$ cat src/mrp_pkg.sv
// package with constants and types for the motor ramp pwm duty block
package mrp_pkg;

   localparam int POWER_W  = 7;
   localparam int DUTY_W   = 8;
   localparam int RAMP_W   = 8;
   localparam int PROD_W   = POWER_W + DUTY_W;
   localparam int RECIP_W  = 13;
   localparam int RECIP_SH = 19;
   localparam int QMUL_W   = PROD_W + RECIP_W;
   localparam int CSR_IDX_W = 2;
   localparam int REQ_DATA_W = 16;
   localparam int RSP_DATA_W = 48;

   localparam logic [POWER_W-1:0] FULL_POWER = 7'd100;
   // ceil(2^19 / 100), exact for products below 25600
   localparam logic [RECIP_W-1:0] DIV100_RECIP = 13'd5243;

   localparam logic [DUTY_W-1:0] PWM_PERIOD_RESET = 8'd99;

   localparam logic OP_COMMAND = 1'b0;
   localparam logic OP_TICK    = 1'b1;

   localparam logic [CSR_IDX_W-1:0] CSR_PWM_PERIOD = 2'd0;
   localparam logic [CSR_IDX_W-1:0] CSR_BRAKE_MODE = 2'd1;
   localparam logic [CSR_IDX_W-1:0] CSR_LEFT_TRIM  = 2'd2;

   typedef struct packed {
      logic               dir_right;
      logic               dir_left;
      logic [POWER_W-1:0] ramp_step;
      logic [POWER_W-1:0] goal_power;
   } req_type;

   // applied powers waiting for the duty stage
   typedef struct packed {
      logic               ramp_done;
      logic               dir_left;
      logic               dir_right;
      logic [POWER_W-1:0] left_level;
      logic [POWER_W-1:0] right_level;
      logic [PROD_W-1:0]  left_prod;
      logic [PROD_W-1:0]  right_prod;
   } apply_type;

   typedef struct packed {
      logic               pad;
      logic               ramp_done;
      logic [POWER_W-1:0] right_level;
      logic [POWER_W-1:0] left_level;
      logic [DUTY_W-1:0]  right_neg_duty;
      logic [DUTY_W-1:0]  right_pos_duty;
      logic [DUTY_W-1:0]  left_neg_duty;
      logic [DUTY_W-1:0]  left_pos_duty;
   } rsp_type;

endpackage

$ cat src/motor_ramp_pwm_duty.sv
// motor ramp pwm duty: soft-start ramp and h-bridge duty generation for two motors
// a result passes through the input, apply and result registers before it is presented
// throughput: one request per cycle; the three register stages share one stall enable
// set by the result register, so a request enters whenever that register is free or taken
// reset: synchronous, clears powers, ramp state and valids; pwm_period returns to 99
module motor_ramp_pwm_duty (
   input  logic                           clock,
   input  logic                           reset,
   input  logic                           req_tvalid,
   output logic                           req_tready,
   // goal_power[6:0], ramp_step[13:7], dir_left[14], dir_right[15]
   input  logic [mrp_pkg::REQ_DATA_W-1:0] req_tdata,
   // op[0]
   input  logic                           req_tuser,
   output logic                           rsp_tvalid,
   input  logic                           rsp_tready,
   // left_pos_duty[7:0], left_neg_duty[15:8], right_pos_duty[23:16], right_neg_duty[31:24],
   // left_level[38:32], right_level[45:39], ramp_done[46], zero[47]
   output logic [mrp_pkg::RSP_DATA_W-1:0] rsp_tdata,
   input  logic                           csr_valid,
   output logic                           csr_ready,
   input  logic [mrp_pkg::CSR_IDX_W-1:0]  csr_index,
   input  logic [mrp_pkg::DUTY_W-1:0]     csr_data
);
   import mrp_pkg::*;

   // configuration
   logic [DUTY_W-1:0]  pwm_period_ff;
   logic               brake_mode_ff;
   logic [POWER_W-1:0] left_trim_ff;

   // ramp state
   logic [POWER_W-1:0] left_power_ff, left_power_in;
   logic [POWER_W-1:0] right_power_ff, right_power_in;
   logic [RAMP_W-1:0]  ramp_value_ff, ramp_value_in;
   logic               ramp_active_ff, ramp_active_in;
   logic               ramp_upward_ff, ramp_upward_in;
   logic [POWER_W-1:0] held_target_ff, held_target_in;
   logic [POWER_W-1:0] held_step_ff, held_step_in;
   logic               left_direction_ff, left_direction_in;
   logic               right_direction_ff, right_direction_in;

   // pipeline
   logic      advance;
   logic      in_valid_ff;
   logic      in_op_ff;
   req_type   in_req_ff;
   logic      apply_valid_ff, apply_valid_in;
   apply_type apply_ff, apply_in;
   logic      rsp_valid_ff;
   rsp_type   rsp_ff, rsp_in;

   // state update locals
   logic [POWER_W-1:0] cmd_target;
   logic [POWER_W-1:0] cmd_step;
   logic [RAMP_W:0]    up_sum;
   logic [RAMP_W:0]    down_sum;
   logic               fits;
   logic [RAMP_W-1:0]  final_sum;

   // duty stage locals
   logic [QMUL_W-1:0]  left_q, right_q;
   logic [DUTY_W-1:0]  left_duty, right_duty;
   logic [DUTY_W-1:0]  left_p, left_n, right_p, right_n;

   assign advance    = !rsp_valid_ff || rsp_tready;
   assign req_tready = advance;
   assign csr_ready  = 1'b1;
   assign rsp_tvalid = rsp_valid_ff;
   assign rsp_tdata  = rsp_ff;

   always_ff @(posedge clock) begin
      if (reset) begin
         pwm_period_ff <= PWM_PERIOD_RESET;
         brake_mode_ff <= 1'b0;
         left_trim_ff  <= '0;
      end else if (csr_valid) begin
         case (csr_index)
            CSR_PWM_PERIOD: pwm_period_ff <= csr_data;
            CSR_BRAKE_MODE: brake_mode_ff <= csr_data[0];
            CSR_LEFT_TRIM:  left_trim_ff  <= csr_data[POWER_W-1:0];
            default: ;
         endcase
      end
   end

   always_comb begin
      cmd_target = (in_req_ff.goal_power > FULL_POWER) ? FULL_POWER
                                                       : in_req_ff.goal_power;
      cmd_step   = (in_req_ff.ramp_step == '0) ? POWER_W'(1) : in_req_ff.ramp_step;
      up_sum     = {1'b0, ramp_value_ff} + (RAMP_W+1)'(held_step_ff);
      down_sum   = (RAMP_W+1)'(held_target_ff) + (RAMP_W+1)'(held_step_ff);
      fits       = ramp_upward_ff ? (up_sum <= (RAMP_W+1)'(held_target_ff))
                                  : ({1'b0, ramp_value_ff} >= down_sum);
      final_sum  = RAMP_W'(held_target_ff) + RAMP_W'(left_trim_ff);

      left_power_in      = left_power_ff;
      right_power_in     = right_power_ff;
      ramp_value_in      = ramp_value_ff;
      ramp_active_in     = ramp_active_ff;
      ramp_upward_in     = ramp_upward_ff;
      held_target_in     = held_target_ff;
      held_step_in       = held_step_ff;
      left_direction_in  = left_direction_ff;
      right_direction_in = right_direction_ff;
      apply_valid_in     = 1'b0;
      apply_in.ramp_done = 1'b0;

      if (in_valid_ff) begin
         if (in_op_ff == OP_COMMAND) begin
            left_direction_in  = in_req_ff.dir_left;
            right_direction_in = in_req_ff.dir_right;
            held_target_in     = cmd_target;
            held_step_in       = cmd_step;
            ramp_value_in      = RAMP_W'(left_power_ff);
            if (cmd_target > left_power_ff && cmd_target > right_power_ff) begin
               ramp_active_in = 1'b1;
               ramp_upward_in = 1'b1;
            end else if (cmd_target < left_power_ff && cmd_target < right_power_ff) begin
               ramp_active_in = 1'b1;
               ramp_upward_in = 1'b0;
            end else begin
               ramp_active_in = 1'b0;
            end
         end else if (ramp_active_ff) begin
            apply_valid_in = 1'b1;
            if (fits) begin
               left_power_in  = ramp_value_ff[POWER_W-1:0];
               right_power_in = ramp_value_ff[POWER_W-1:0];
               ramp_value_in  = ramp_upward_ff ? up_sum[RAMP_W-1:0]
                                               : ramp_value_ff - RAMP_W'(held_step_ff);
            end else begin
               // imbalance is dropped when it would push left past full power
               left_power_in      = (final_sum > RAMP_W'(FULL_POWER)) ? held_target_ff
                                                                      : final_sum[POWER_W-1:0];
               right_power_in     = held_target_ff;
               ramp_active_in     = 1'b0;
               apply_in.ramp_done = 1'b1;
            end
         end
      end

      apply_in.dir_left    = left_direction_in;
      apply_in.dir_right   = right_direction_in;
      apply_in.left_level  = left_power_in;
      apply_in.right_level = right_power_in;
      apply_in.left_prod   = PROD_W'(left_power_in) * PROD_W'(pwm_period_ff);
      apply_in.right_prod  = PROD_W'(right_power_in) * PROD_W'(pwm_period_ff);
   end

   always_comb begin
      // divide by 100 through the reciprocal
      left_q     = QMUL_W'(apply_ff.left_prod) * QMUL_W'(DIV100_RECIP);
      right_q    = QMUL_W'(apply_ff.right_prod) * QMUL_W'(DIV100_RECIP);
      left_duty  = left_q[RECIP_SH +: DUTY_W];
      right_duty = right_q[RECIP_SH +: DUTY_W];

      if (brake_mode_ff) begin
         left_p  = pwm_period_ff - left_duty;
         left_n  = pwm_period_ff;
         right_p = pwm_period_ff - right_duty;
         right_n = pwm_period_ff;
      end else begin
         left_p  = '0;
         left_n  = left_duty;
         right_p = '0;
         right_n = right_duty;
      end

      rsp_in.pad            = 1'b0;
      rsp_in.ramp_done      = apply_ff.ramp_done;
      rsp_in.left_level     = apply_ff.left_level;
      rsp_in.right_level    = apply_ff.right_level;
      // reverse direction swaps the bridge sides
      rsp_in.left_pos_duty  = apply_ff.dir_left  ? left_p  : left_n;
      rsp_in.left_neg_duty  = apply_ff.dir_left  ? left_n  : left_p;
      rsp_in.right_pos_duty = apply_ff.dir_right ? right_p : right_n;
      rsp_in.right_neg_duty = apply_ff.dir_right ? right_n : right_p;
   end

   always_ff @(posedge clock) begin
      if (reset) begin
         in_valid_ff        <= 1'b0;
         apply_valid_ff     <= 1'b0;
         rsp_valid_ff       <= 1'b0;
         left_power_ff      <= '0;
         right_power_ff     <= '0;
         ramp_value_ff      <= '0;
         ramp_active_ff     <= 1'b0;
         ramp_upward_ff     <= 1'b0;
         held_target_ff     <= '0;
         held_step_ff       <= POWER_W'(1);
         left_direction_ff  <= 1'b0;
         right_direction_ff <= 1'b0;
      end else if (advance) begin
         in_valid_ff        <= req_tvalid;
         apply_valid_ff     <= apply_valid_in;
         rsp_valid_ff       <= apply_valid_ff;
         left_power_ff      <= left_power_in;
         right_power_ff     <= right_power_in;
         ramp_value_ff      <= ramp_value_in;
         ramp_active_ff     <= ramp_active_in;
         ramp_upward_ff     <= ramp_upward_in;
         held_target_ff     <= held_target_in;
         held_step_ff       <= held_step_in;
         left_direction_ff  <= left_direction_in;
         right_direction_ff <= right_direction_in;
      end
   end

   always_ff @(posedge clock) begin
      if (advance) begin
         in_op_ff  <= req_tuser;
         in_req_ff <= req_tdata;
         apply_ff  <= apply_in;
         rsp_ff    <= rsp_in;
      end
   end

endmodule

$ cat config.mk
export PLATFORM = sky130hd
export DESIGN_NAME = motor_ramp_pwm_duty
export DESIGN_NICKNAME = d
export VERILOG_FILES = /design/src/mrp_pkg.sv /design/src/motor_ramp_pwm_duty.sv
export SDC_FILE = /design/constraint.sdc
export NUM_CORES = 1
export LEC_CHECK = 0
export BUFFER_PORTS_ARGS = -buffer_cell sky130_fd_sc_hd__buf_2
export CORE_MARGIN = 8
export CORE_UTILIZATION = 60
export DETAILED_ROUTE_END_ITERATION = 8
export PLACE_DENSITY = 0.8
export SLEW_MARGIN = 0
export SYNTH_ARGS = -nofsm -noshare
export SYNTH_HDL_FRONTEND = slang
export SYNTH_SLANG_ARGS = --single-unit
$ cat constraint.sdc
create_clock -name clock -period 23.1 [get_ports clock]
set_clock_uncertainty 0.1 [all_clocks]
set_input_delay 2.31 -clock clock [delete_from_list [all_inputs] [get_ports clock]]
set_output_delay 2.31 -clock clock [all_outputs]
set_load 0.005 [all_outputs]
==> metrics <==
Post-Syn Area=19,790 um^2; setup slack, reg-to-reg=14.67 ns; largest cells by area after synthesis=ha_1 (21%), fa_1 (20%), edfxtp_1 (17%), inv_1 (6.8%), dfxtp_1 (6.0%); switching part of the total=29.72%; Die Area=39,040 um^2; status=completed; Async SR Flop Fraction=0%; RSZ-0062 raised after global routing=false; share of cells above drive strength 1=8.516%; Pre-Repair DR Iteration Count=5; initial antenna violation count=0; P per Cell Area=38.22 nW/um^2; WP data required=23.19 ns; fillcell total=2,578; Max stage delay on crit path=0.59 ns; Critical Path Source Type=flip-flop; aggregate global-route resource usage=23.51%; Post-synth EDFFs=111; Clock power frac=35.4%; max_cap viols=0; CP Class=reg2reg; Yosys reg bits=170; HPWL after DPL=36.10 mm; # Post-CTS Setup Buffers=0; CP endpoint kind=flip-flop; routed via count=14,350; final net count=2,560; area of the multi-input gates=13,670 um^2; Crit Path Max Fanout=16; Least-Margin Pin Slew=1.180 ns; FF-to-FF End=apply_ff[14]; # port buffers=80; WHS Path Cells=0; Post-DRT Antenna Nets=0; Hold EP=rsp_tdata[40]; clock slew at reported path FFs=0.07 ns; syn nets=2,513; # DRC=0; FMAX=118.7 MHz; synth unique cells=72; DR WL/cell=18.32 um; gp weighted congestion=0.9206; Yosys warning count=0; Worst R2R Start=ramp_value_ff[1]; Antenna Cells=0; CTS tree=built; top cell type's share of synthesized area=21.06%; total power=0.8071 mW; post-route setup TNS=0 ns; first-pass GRT wire length=73.67 mm; GRT overflow=0; Logic pwr share=21.8%; Chip Height=197.6 um; Period Utilization, post-route=36.48%; Reg area=4514 um^2; vias in the first global route=14,820; Internal=0.5673 mW; post-synthesis sequential area ratio=22.82%; CTS Buffer Depth=2; count of final max-slew check failures=0; IO Pins=83; largest net degree at the start of global routing=110; fin crit period=8.428 ns; Synth area leader=ha_1; ys flop type=edfxtp_1; Crit path arrival time=8.51 ns; Clock H-tree levels=4; Die Width=197.6 um; Psw=0.2399 mW; Vias/cell=5.858; initial DRC count=1,040; maximum VDD drop=0.00004863 V; routed wire length=44.88 mm; Avg Cell Area, Syn=10.16 um^2; Mapped Cells=1,948; Hold Buf Count CTS=0; core area=32,540 um^2; Flop pwr share=42.8%; HP Class=reg2reg; Final Hold Viols=0; CTS buffer count=17; Post-CTS Resized=0; Worst-Skew Late Latency=0.45 ns; Initial Util=60.81%; worst rel slew slack=21.32%; Final setup viols=0; worst r2r path cells=33; clock root cell=clkbuf_16; layout overhead on the synthesized area=6.741%; clk sinks=170; min-delay src=apply_ff[31]; Leak=10.70 nW; Row Count=66; most frequent CP cell=inv_1; Slowest cell on crit path=mux2i_2
critical path, delay by kind of cell, from the launching register on:
family / cells / cell delay [ns]
DFF: 1 / 0.47
adders and majority gates: 7 / 3.17
muxes: 1 / 0.59
and+or+nand+nor: 3 / 0.25
AOI/OAI and AO/OA: 14 / 2.91
buffers and inverters: 6 / 0.42
xor gates and xnor gates: 2 / 0.25
metal layers:
layer	vias to the layer above	part of all wire, %	GRT usage, %
met4	0	2.5	7.439
met1	7018	42	29.50
met5	-	0	0
met3	91	5.9	3.680
li1	6790	-	-
met2	452	49	41.13
placed cells by master (no fill, tap or decap), drive strengths merged, types with 6 or more instances in the layout:
cell    netlist  final
a211o        37     37
a211oi       73     73
a21o         33     33
a21oi        89     89
a31o         11     11
a31oi        29     29
buf          10     86
clkbuf       48     21
clkinv        4      8
dfxtp        59     59
edfxtp      111    111
fa          200    200
ha          333    333
inv         359    363
mux2         14     14
mux2i        41     41
nand2        67     67
nand2b       12     12
nand3        33     33
nand4         7      7
nor2        109    109
nor2b        17     17
nor3         13     13
o21a         17     17
o21ai        40     40
o21bai       18     18
o22ai        23     23
o31ai         6      6
xnor2        56     56
xor2         19     19
Yosys cell counts, types with 13 or more instances:
cell type and n:
a211o_1 37, a211oi_1 72, a21o_1 33, a21oi_1 86
a31oi_1 28, clkbuf_1 48, dfxtp_1 59, edfxtp_1 111
fa_1 200, ha_1 333, inv_1 359, mux2_2 14
mux2i_1 31, nand2_1 67, nand3_1 29, nor2_1 109
nor2b_1 17, nor3_1 13, o21a_1 17, o21ai_0 30
o21bai_1 18, o22ai_1 22, xnor2_1 55, xor2_1 18
cell families (layout without fill, tap and decap cells):
logic type	count (synthesis)	after routing	share of synthesized area (%)
AOI/OAI and AO/OA	408	408	14.36
xor gates and xnor gates	76	76	3.510
adders and majority gates	533	533	41.30
buffers and inverters	421	481	8.126
DFF	170	170	22.82
muxes	55	55	3.105
other	2	2	0.03796
and+or+nand+nor	283	283	6.748
registers in the layout, summed over array words and instances (netlist names), 7 cells and up:
name and cells:
in_req_ff 16, right_power_ff 7, held_target_ff 7, held_step_ff 7, rsp_tdata 47, left_power_ff 7
pwm_period_ff 8, left_trim_ff 7, ramp_value_ff 8, apply_ff 47
power by group through the flow:
stage	clock network [mW]	registers, mW	logic (mW)
3_5_place_dp	0	0.352	0.175
5_1_grt	0.302	0.347	0.199
4_1_cts	0.290	0.345	0.176
2_1_floorplan	0	0.346	0.138
6_report	0.285	0.346	0.176
3_3_place_gp	0	0.352	0.167
per-stage QoR:
stage / setup slack, ns / util [%] / area [um^2] / cells / hold slack (ns)
floorplan: 15.69 / - / 19790 / 1948 / 0.3003
global placement: 15.02 / 63.16 / 20550 / 2418 / 0.3016
detailed placement: 14.72 / 63.16 / 20550 / 2418 / 0.3057
CTS: 14.70 / 64.91 / 21120 / 2450 / 0.3238
global route: 14.11 / 64.91 / 21120 / 2450 / 0.3360
finish: 14.67 / 64.91 / 21120 / 2450 / 0.3201
cell type report:
class | count | area share (%)
multi-input combinational | 1357 | 64.74
sequential | 170 | 21.38
inverter | 363 | 6.464
tap | 442 | 2.619
clock buffer | 21 | 2.133
timing repair buffer | 86 | 2.109
clock inverter | 11 | 0.5569
worst max-delay path by stage:
stage                     start           end  slack [ns]  cells after the start
4_1_cts        ramp_value_ff[1]  apply_ff[14]       14.70                     33
3_3_place_gp   ramp_value_ff[1]  apply_ff[14]       15.02                     33
2_1_floorplan  ramp_value_ff[1]  apply_ff[14]       15.69                     33
5_1_grt        ramp_value_ff[1]  apply_ff[14]       14.11                     33
3_5_place_dp   ramp_value_ff[1]  apply_ff[14]       14.72                     33
6_report       ramp_value_ff[1]  apply_ff[14]       14.67                     33
Note: power is estimated with default switching activity, not from simulation.
